$ cat src/rtl/core/wsd_pkg.sv
package wsd_pkg;

  // Width kept of a frame's remaining length (16 to 64).
  localparam int LengthBits = 64;

  // Length codes of byte 1.
  localparam logic [6:0] LenCodeMaxShort = 7'd125;
  localparam logic [6:0] LenCode16 = 7'd126;

  // Extended length bytes for each form, and mask key bytes.
  localparam logic [3:0] ExtBytes16 = 4'd2;
  localparam logic [3:0] ExtBytes64 = 4'd8;
  localparam logic [3:0] MaskBytes = 4'd4;

  localparam logic [3:0] OpcodeClose = 4'h8;

  typedef enum logic [2:0] {
    PH_BYTE0,
    PH_BYTE1,
    PH_EXTLEN,
    PH_MASK,
    PH_PAYLOAD
  } phase_t;

  typedef enum logic [1:0] {
    KIND_PAYLOAD = 2'd0,
    KIND_EMPTY   = 2'd1,
    KIND_RSV_ERR = 2'd2,
    KIND_TRUNC   = 2'd3
  } kind_t;

  typedef struct packed {
    logic [7:0] stream_byte;
    logic       buffer_end;
  } in_word_t;

  typedef struct packed {
    kind_t      kind;
    logic [7:0] payload_byte;
    logic [3:0] frame_opcode;
    logic       is_close;
    logic       frame_last;
  } out_word_t;

  // One parse step handed from the input register to the parser.
  typedef struct packed {
    logic     en;
    in_word_t word;
  } step_t;

endpackage

$ cat src/rtl/core/websocket_frame_deframer_top.sv
// Channel  | Direction | Handshake                     | Word
// stream   | in        | stream_valid / stream_ready   | stream_data (in_word_t)
// result   | out       | result_valid / result_ready   | result_data (out_word_t)
//
// Each byte is parsed while it sits in the input register; its result, if any,
// lands in the output register at the next edge, so one byte per cycle is
// sustained while results are taken. The 64-bit length decrement sets
// the critical path. Reset (rst, synchronous) empties both registers and sends
// the parser back to the first header byte; a reserved-bit error halts it.
// stream_ready drops only while both registers are full and the result waits.
module websocket_frame_deframer_top
  import wsd_pkg::*;
(
  input  logic      clk,
  input  logic      rst,
  input  logic      stream_valid,
  output logic      stream_ready,
  input  in_word_t  stream_data,
  output logic      result_valid,
  input  logic      result_ready,
  output out_word_t result_data
);

  // Input register.
  logic     s1_valid;
  in_word_t s1_word;

  // Parser step and its result.
  step_t     step;
  logic      step_res_valid;
  out_word_t step_res;
  logic      out_free;

  // The output register can take a new result when it is empty or being read
  // this cycle; a parse step happens only then, so no result is ever dropped.
  assign out_free     = !result_valid || result_ready;
  assign step.en      = s1_valid && out_free;
  assign step.word    = s1_word;
  assign stream_ready = !s1_valid || step.en;

  always_ff @(posedge clk) begin
    if (rst) begin
      s1_valid <= 1'b0;
    end else if (stream_valid && stream_ready) begin
      s1_valid <= 1'b1;
    end else if (step.en) begin
      s1_valid <= 1'b0;
    end
  end

  always_ff @(posedge clk) begin
    if (stream_valid && stream_ready) begin
      s1_word <= stream_data;
    end
  end

  wsd_parser u_parser (
    .clk       (clk),
    .rst       (rst),
    .step      (step),
    .res_valid (step_res_valid),
    .res       (step_res)
  );

  // Output register. A byte that produces no result simply empties the slot
  // if it was being read.
  always_ff @(posedge clk) begin
    if (rst) begin
      result_valid <= 1'b0;
    end else if (step.en) begin
      result_valid <= step_res_valid;
    end else if (result_ready) begin
      result_valid <= 1'b0;
    end
  end

  always_ff @(posedge clk) begin
    if (step.en && step_res_valid) begin
      result_data <= step_res;
    end
  end

endmodule

$ cat src/rtl/core/wsd_parser.sv
module wsd_parser
  import wsd_pkg::*;
(
  input  logic      clk,
  input  logic      rst,
  input  step_t     step,
  output logic      res_valid,
  output out_word_t res
);

  phase_t                 phase, phase_next;
  logic [3:0]             header_count, header_count_next;
  logic [3:0]             held_opcode, held_opcode_next;
  logic [LengthBits-1:0]  remaining, remaining_next;
  logic [31:0]            mask_key, mask_key_next;
  logic [1:0]             mask_index, mask_index_next;
  logic                   halted, halted_next;
  logic                   ext_long, ext_long_next;

  logic [7:0] b;
  logic       chunk_end;
  logic [3:0] count_inc;
  logic [3:0] ext_needed;
  logic [7:0] key_byte;
  logic       rsv_hit;
  logic       pay_done;
  logic       empty_done;
  logic       mask_last;
  logic       frame_done;
  logic       trunc;

  assign b          = step.word.stream_byte;
  assign chunk_end  = step.word.buffer_end;
  assign count_inc  = header_count + 4'd1;
  assign ext_needed = ext_long ? ExtBytes64 : ExtBytes16;
  assign key_byte   = mask_key[31 - 8 * mask_index -: 8];

  assign rsv_hit    = (phase == PH_BYTE0) && b[6];
  assign mask_last  = (phase == PH_MASK) && (count_inc >= MaskBytes);
  assign empty_done = mask_last && (remaining == '0);
  assign pay_done   = (phase == PH_PAYLOAD) &&
                      (remaining == LengthBits'(1));
  assign frame_done = pay_done || empty_done;
  assign trunc      = chunk_end && !frame_done && !rsv_hit;

  // Next state.
  always_comb begin
    phase_next        = phase;
    header_count_next = header_count;
    held_opcode_next  = held_opcode;
    remaining_next    = remaining;
    mask_key_next     = mask_key;
    mask_index_next   = mask_index;
    halted_next       = halted;
    ext_long_next     = ext_long;
    if (step.en && !halted) begin
      unique case (phase)
        PH_BYTE0: begin
          held_opcode_next = b[3:0];
          if (rsv_hit) begin
            halted_next = 1'b1;
          end else begin
            phase_next = PH_BYTE1;
          end
        end
        PH_BYTE1: begin
          header_count_next = '0;
          mask_key_next     = '0;
          mask_index_next   = '0;
          if (b[6:0] <= LenCodeMaxShort) begin
            remaining_next = LengthBits'(b[6:0]);
            phase_next     = PH_MASK;
          end else begin
            remaining_next = '0;
            ext_long_next  = (b[6:0] != LenCode16);
            phase_next     = PH_EXTLEN;
          end
        end
        PH_EXTLEN: begin
          remaining_next    = {remaining[LengthBits-9:0], b};
          header_count_next = count_inc;
          if (count_inc >= ext_needed) begin
            header_count_next = '0;
            phase_next        = PH_MASK;
          end
        end
        PH_MASK: begin
          mask_key_next     = {mask_key[23:0], b};
          header_count_next = count_inc;
          if (mask_last) begin
            header_count_next = '0;
            phase_next        = (remaining == '0) ? PH_BYTE0 : PH_PAYLOAD;
          end
        end
        PH_PAYLOAD: begin
          remaining_next  = remaining - LengthBits'(1);
          mask_index_next = mask_index + 2'd1;
          if (pay_done) begin
            phase_next = PH_BYTE0;
          end
        end
        default: begin
          phase_next = PH_BYTE0;
        end
      endcase
      // A finished frame or a cut chunk both return to header parsing.
      if (frame_done || trunc) begin
        phase_next        = PH_BYTE0;
        header_count_next = '0;
        remaining_next    = '0;
        mask_index_next   = '0;
      end
    end
  end

  // Outputs.
  always_comb begin
    res_valid        = 1'b0;
    res.kind         = KIND_PAYLOAD;
    res.payload_byte = '0;
    res.frame_opcode = held_opcode;
    res.frame_last   = 1'b1;
    if (step.en && !halted) begin
      unique case (phase)
        PH_BYTE0: begin
          res.frame_opcode = b[3:0];
          if (rsv_hit) begin
            res_valid = 1'b1;
            res.kind  = KIND_RSV_ERR;
          end
        end
        PH_MASK: begin
          if (empty_done) begin
            res_valid = 1'b1;
            res.kind  = KIND_EMPTY;
          end
        end
        PH_PAYLOAD: begin
          res_valid        = 1'b1;
          res.payload_byte = b ^ key_byte;
          res.frame_last   = pay_done;
        end
        default: begin
          res_valid = 1'b0;
        end
      endcase
      if (trunc) begin
        res_valid        = 1'b1;
        res.kind         = KIND_TRUNC;
        res.payload_byte = '0;
        res.frame_last   = 1'b1;
      end
    end
    res.is_close = (res.frame_opcode == OpcodeClose);
  end

  always_ff @(posedge clk) begin
    if (rst) begin
      phase        <= PH_BYTE0;
      header_count <= '0;
      held_opcode  <= '0;
      remaining    <= '0;
      mask_key     <= '0;
      mask_index   <= '0;
      halted       <= 1'b0;
      ext_long     <= 1'b0;
    end else begin
      phase        <= phase_next;
      header_count <= header_count_next;
      held_opcode  <= held_opcode_next;
      remaining    <= remaining_next;
      mask_key     <= mask_key_next;
      mask_index   <= mask_index_next;
      halted       <= halted_next;
      ext_long     <= ext_long_next;
    end
  end

  a_halt_sticks: assert property (@(posedge clk) disable iff (rst)
    halted |=> halted)
    else $error("halted flag cleared without reset");

  a_err_halts: assert property (@(posedge clk) disable iff (rst)
    (res_valid && (res.kind == KIND_RSV_ERR)) |=> halted)
    else $error("reserved-bit error did not halt the parser");

  a_payload_len: assert property (@(posedge clk) disable iff (rst)
    (phase == PH_PAYLOAD) |-> (remaining != '0))
    else $error("payload phase with zero remaining length");

  a_mask_count: assert property (@(posedge clk) disable iff (rst)
    (phase == PH_MASK) |-> (header_count < MaskBytes))
    else $error("mask key byte count out of range");

  a_idle_clean: assert property (@(posedge clk) disable iff (rst)
    (step.en && !halted && (frame_done || trunc)) |=>
      ((phase == PH_BYTE0) && (header_count == '0) && (mask_index == '0)))
    else $error("frame end did not return to header parsing");

endmodule

$ cat config.mk
export PLATFORM = sky130hd
export DESIGN_NAME = websocket_frame_deframer_top
export DESIGN_NICKNAME = d
export VERILOG_FILES = /design/src/rtl/core/wsd_pkg.sv /design/src/rtl/core/websocket_frame_deframer_top.sv /design/src/rtl/core/wsd_parser.sv
export SDC_FILE = /design/constraint.sdc
export NUM_CORES = 1
export LEC_CHECK = 0
export ABC_AREA = 1
export ABC_CLOCK_PERIOD_IN_PS = 2700
export CAP_MARGIN = 10
export CORE_ASPECT_RATIO = 1.5
export CORE_UTILIZATION = 55
export CTS_BUF_LIST = sky130_fd_sc_hd__clkbuf_16
export DETAILED_ROUTE_END_ITERATION = 12
export DONT_BUFFER_PORTS = 1
export GPL_TIMING_DRIVEN = 0
export PLACE_DENSITY = 0.75
export SLEW_MARGIN = 20
export SYNTH_ARGS = -nofsm -noshare
export SYNTH_HDL_FRONTEND = slang
export SYNTH_SLANG_ARGS = --single-unit
$ cat constraint.sdc
create_clock -name clk -period 2.7 [get_ports clk]
set_input_delay 0.135 -clock clk [delete_from_list [all_inputs] [get_ports clk]]
set_output_delay 0.135 -clock clk [all_outputs]
set_load 0.02 [all_outputs]
==> flow_summary.ini, run 1 <==
[run_status]
status = finished, final reports clean

[timing]
period_share = 0.926
period_needed_ns = 2.50
finalSetupViolCount = 0
timing.final.hold_violations = 0
fmax_mhz = 400
max_slew_margin = 0.537
rsz0062_at_grt = no
clock_skew_ns = 0.0118
setup_tns_ns = 0
tightest_slew_ns = 0.694
slew_violations = 0

[die]
dieWidth_um = 106
die_area_um2 = 16800
fp.coreArea_um2 = 15800
start_util = 0.567
ioPinCount = 31
floorplan.die.height_um = 158
rows = 56

[grt]
grt.total_usage = 0.387
gr-total-overflow = 0
antenna_found_initial = 0
grt_pass1_vias = 9398
grt_start_max_net_pins = 17
grt_pass1_wl_mm = 48.8

[synth]
syn_avg_cell_area_um2 = 5.89
synth_top_cells_by_area = dfxtp_1 (25%), nand2_1 (21%), nor2_1 (14%), edfxtp_1 (8.4%), nand3_1 (7.6%)
ys_seq_area_frac = 0.337
yosysWarningCount = 0
yosysUniqueCellTypes = 35
synth_top_area_share = 0.253
synth-seq-cells = 138
synth.net_count = 1539
synth_cells = 1520
synth-edff-count = 25
yosys.area.top_type = dfxtp_1
syn_area_um2 = 8950
async_flop_share = 0
synth_flop_cell = dfxtp_1

[layout]
fin_cells = 1766
diodes = 0
regArea_um2 = 3010
drive_gt1_frac = 0.0595
nets = 1569
n_fill_cell = 1643
area_growth_pct = 10.9
multi_input_area_um2 = 5160

[placement]
post-dp-hpwl_mm = 24.2
dp.cells = 1723
finalWeightedCongestion = 1.03
numPortBuffers = 0

[detailed_routing]
routed_wl_mm = 31.7
vias_per_cell = 5.58
drcViolationCount = 0
first_pass_iters = 8
drtIter0Drc = 765
ant_nets = 0
vias = 9846
routed_wire_length_per_instance_um = 17.9

[worst_setup_path]
start_kind = flip-flop
cpMaxStageDelayCell = nor2_1
cp.required_ns = 3.04
cp_common_cell = nand2_1
path_buf_inv = 0
cp_top_family = simple AND/OR/NAND/NOR gates
crit_fanout = 6
path_class = reg -> reg
cpPeakStageDelay_ns = 0.45
worst_setup_path_end_kind = flip-flop
cp_cell_sequence = nor2_1 > nand2_1 > nor2_1 > nand2_1 > nor2_1 > nand2_1 > nand3_1 > o21ai_0 > nand2_1 > nand3_1 > nand2_1 > nor2_1
crit_arrival_ns = 2.84

[clocking]
cts_tree = yes
path_clk_slew_ns = 0.07
cts_htree_levels = 4
cts.root.buffer_cell = clkbuf_16
clockBufferDepth = 2
cts-buffers-inserted = 17
clk_latency_ns = 0.44
clock_sinks = 138
post-cts-setup-buffer-count = 0

[pwr]
p_per_area_nw_per_um2 = 731
vdd.ir_drop.worst_mv = 0.559
power.leakage_uw = 0.00458

[worst_hold_path]
hp-class = in -> reg

[flow_run]
max_cap_violations = 0
report_power, final:
part	internal (µW)	leakage (µW)	switching, µW
clock network	1360	0.000297	1050
registers	2230	0.00116	195
logic	636	0.00312	1780
total	4230	0.00458	3030
cell usage after synthesis, types with 2 or more instances:
master	count
nand2_1	499
nor2_1	341
nand3_1	135
inv_1	117
dfxtp_1	113
a21oi_1	87
o21ai_0	61
clkbuf_1	27
edfxtp_1	25
buf_2	14
nor2_2	11
nand4_1	10
o22ai_1	10
buf_1	8
o21bai_1	8
buf_4	7
inv_2	7
ha_1	6
buf_6	5
xor2_1	5
or2_2	4
nand2_2	3
nor3_1	3
nand3_2	2
nor2_8	2
final cells by class:
type                    instances  area share
multi-input cells            1197       0.520
flip-flops and latches        138       0.304
inverters                     124      0.0473
clock buffers                  18      0.0454
plain buffers                  61      0.0314
well taps                     203      0.0256
clock inverters                14      0.0153
repair buffers                 11      0.0111
sequential cells by signal (all words and copies together) (netlist names), 2 cells and up:
register and cells:
result_data 16, u_parser.mask_key 32, u_parser.mask_index 2, u_parser.phase 3, u_parser.remaining 64, s1_word 9
u_parser.header_count 4, u_parser.held_opcode 4
cell usage in the layout (no fill, tap or decap), drive strengths merged, types with 11 or more instances in the layout:
master,count
buf,33
edfxtp,25
nand2,503
clkbuf,46
nor2,354
dlygate4sd3,11
inv,132
o21ai,61
dfxtp,113
a21oi,87
nand3,138
path summary, 6_finish.rpt:
kind                                             from                             endpoint  slack, ns  depth (start not counted)
setup / recovery  u_parser.remaining[25]$_SDFFE_PP0P_  u_parser.remaining[29]$_SDFFE_PP0P_       0.20                         12
hold / removal                                    rst  u_parser.mask_index[1]$_SDFFE_PP0P_       0.24                          6
setup reg to reg  u_parser.remaining[25]$_SDFFE_PP0P_  u_parser.remaining[29]$_SDFFE_PP0P_       0.20                         12
hold reg to reg    u_parser.mask_key[28]$_SDFFE_PP0P_   u_parser.mask_key[28]$_SDFFE_PP0P_       0.47                          2
worst reg2reg max path, delay by kind of cell (launching register included):
family	cells	cell delay [ns]
flip-flops	1	0.40
AND/OR/NAND/NOR	11	1.92
AO/OA/AOI/OAI	1	0.09
per-stage QoR:
step                utilization  hold WS (ns)  total power [µW]  cell area [µm²]  setup slack, ns
floorplan                     -         0.234              4030             8950            0.569
global placement          0.584         0.234              4770             9200           0.0592
detailed placement        0.584         0.234              4800             9200           0.0480
CTS                       0.629         0.226              7180             9910           0.0192
global route              0.629         0.310              7600             9920           0.0434
finish                    0.629         0.243              7260             9920            0.200
layer usage:
| layer | wire [µm] | GRT usage | vias to the layer above | share of wire |
|---|---|---|---|---|
| met3 | 1770 | 0.0535 | 129 | 0.056 |
| li1 | - | - | 4866 | - |
| met4 | 2820 | 0.335 | 0 | 0.089 |
| met5 | 0 | 0 | - | 0 |
| met1 | 11700 | 0.408 | 4450 | 0.37 |
| met2 | 15400 | 0.676 | 401 | 0.49 |
kinds of logic after synthesis:
logic type      count (synthesis)  share of synthesized area
fa+ha+maj                       6                    0.00839
buf+inv                       185                     0.0867
flops                         138                      0.337
simple gates                 1015                      0.462
xor+xnor                        5                    0.00489
compound gates                171                      0.102
timing repair:
item,4_1_cts,5_1_grt
gates resized for setup,0,3
setup endpoints to repair,0,17
hold buffers,11,0
hold endpoints to repair,11,0
(Power assumes the default switching activity.)
==> run 2, diff against run 1 <==
MAX_ROUTING_LAYER = met4   (was unset)
==> flow_summary.ini, run 2 (synthesis gave the netlist of run 1 again) <==
[run_status]
status = finished, final reports clean

[worst_setup_path]
reg2reg_depth = 12
reg2reg_slack_ns = 0.21
path_class = reg -> reg
cp.required_ns = 3.04
crit_fanout = 6
worst_setup_path_end_kind = flip-flop
start_kind = flip-flop
r2r_start = u_parser.remaining[27]$_SDFFE_PP0P_
crit_arrival_ns = 2.83
reg2reg_to = u_parser.remaining[29]$_SDFFE_PP0P_

[die]
start_util = 0.567
rows = 56
die_area_um2 = 16800
dieWidth_um = 106
floorplan.die.height_um = 158
ioPinCount = 31
fp.coreArea_um2 = 15800

[clocking]
cts_htree_levels = 4
clock_sinks = 138
clk_latency_ns = 0.45
post-cts-setup-buffer-count = 0
cts.root.buffer_cell = clkbuf_16
clockBufferDepth = 2
path_clk_slew_ns = 0.07
cts_tree = yes
cts-buffers-inserted = 17

[grt]
grt.total_usage = 0.403
grt_pass1_vias = 9276
antenna_found_initial = 0
grt_start_max_net_pins = 19
gr-total-overflow = 0
grt_pass1_wl_mm = 49.1

[timing]
fmax_mhz = 402
hold_ws_ns = 0.230
worst_slack_ns = 0.211
finalSetupViolCount = 0
period_needed_ns = 2.49
slew_violations = 0
period_share = 0.922
max_slew_margin = 0.519
tightest_slew_ns = 0.722
clock_skew_ns = 0.0139
rsz0062_at_grt = no
setup_tns_ns = 0
timing.final.hold_violations = 0

[layout]
nets = 1569
fin_cells = 1766
final_common_cell = nand2_1
diodes = 0
top_regs = u_parser.remaining (64), u_parser.mask_key (32), result_data (16)
area_growth_pct = 11.0
drive_gt1_frac = 0.0608
regMostFlops = u_parser.remaining
final_cell_mix = nand2_1 (499), nor2_1 (340), nand3_1 (135)
largest_register_ffs = 64

[worst_hold_path]
min_to = u_parser.mask_index[1]$_SDFFE_PP0P_
worstHoldStart = rst
hold_depth = 6
hp-class = in -> reg

[pwr]
p_sw_frac = 0.434
power_frac_comb = 0.334
p_total_uw = 7290
seq_power_share = 0.332
p_per_area_nw_per_um2 = 735
p_switching_uw = 3170
vdd.ir_drop.worst_mv = 0.448
p_int_uw = 4130
p_clk_frac = 0.334
power.leakage_uw = 0.00458

[detailed_routing]
drcViolationCount = 0
wl_met1_mm = 11.7
routed_wl_mm = 31.7
vias = 9812
dr_wl_met3_mm = 1.87
routed.top_layer = met4
dr_wl_met2_mm = 15.5
vias_per_cell = 5.56
routed_wire_length_per_instance_um = 17.9
first_pass_iters = 5
ant_nets = 0
drtIter0Drc = 693

[placement]
dp.cells = 1723
finalWeightedCongestion = 1.04
preCtsSetupSlack_ns = 0.0670
post-dp-hpwl_mm = 23.9
numPortBuffers = 0

[flow_run]
max_cap_violations = 0
[run 2: changes by cell type in the layout (fill, tap and decap cells not counted)]
| cell | change |
|---|---|
| clkinv_1 | -2 |
| inv_12 | +1 |
| inv_8 | +2 |
| clkbuf_16 | -1 |
| bufinv_16 | -1 |
| inv_6 | -2 |
| clkinv_8 | +3 |
[run 2: critical path: stages, from the launching register on]
cell	delay (ns)
dfxtp_1	0.41
nor2_1	0.20
nand2_1	0.11
nor2_1	0.37
nand2_1	0.30
nor2_1	0.47
nand2_1	0.09
nand3_1	0.09
o21ai_0	0.07
nand2_1	0.07
nand3_1	0.08
nand2_1	0.08
nor2_1	0.04
[run 2: cell type report]
class | instances | area [µm²]
fill | 1591 | 5840
timing repair buffer | 11 | 110
multi-input combinational | 1197 | 5160
clock buffer | 17 | 425
clock inverter | 15 | 184
buffer | 61 | 312
tap | 203 | 254
inverter | 124 | 469
sequential | 138 | 3010
[run 2: metal layers]
| layer | vias up | GRT usage |
|---|---|---|
| met5 | - | - |
| met4 | 0 | 0.311 |
| met3 | 126 | 0.0589 |
| met2 | 370 | 0.690 |
| met1 | 4447 | 0.415 |
| li1 | 4869 | - |
[run 2: metrics by stage]
stage                util  cell area [µm²]
floorplan               -             8950
global route        0.630             9930
global placement    0.584             9200
CTS                 0.629             9920
finish              0.630             9930
detailed placement  0.584             9200
[run 2: how the worst max path moves through the flow]
stage,start,to,cells after the start
3_3_place_gp,result_valid$_SDFFE_PP0P_,result_data[1]$_DFFE_PP_,7
3_5_place_dp,result_valid$_SDFFE_PP0P_,result_data[5]$_DFFE_PP_,7
2_1_floorplan,result_valid$_SDFFE_PP0P_,result_data[0]$_SDFFCE_PP1P_,7
4_1_cts,result_valid$_SDFFE_PP0P_,result_data[3]$_DFFE_PP_,7
5_1_grt,u_parser.remaining[0]$_SDFFE_PP0P_,u_parser.remaining[26]$_SDFFE_PP0P_,13
6_report,u_parser.remaining[27]$_SDFFE_PP0P_,u_parser.remaining[29]$_SDFFE_PP0P_,12
[run 2: timing repair]
item / in CTS / in global routing
setup endpoints to repair: 0 / 17
hold buffers: 11 / 0
gates resized for setup: 0 / 3
endpoints found under the hold margin: 11 / 0
[run 2: power groups by stage]
stage / Sequential, µW / Clock (µW) / Combinational [µW]
2_1_floorplan: 2380 / 0 / 1650
3_3_place_gp: 2460 / 0 / 2320
3_5_place_dp: 2460 / 0 / 2340
4_1_cts: 2410 / 2440 / 2360
5_1_grt: 2430 / 2530 / 2670
6_report: 2420 / 2430 / 2440
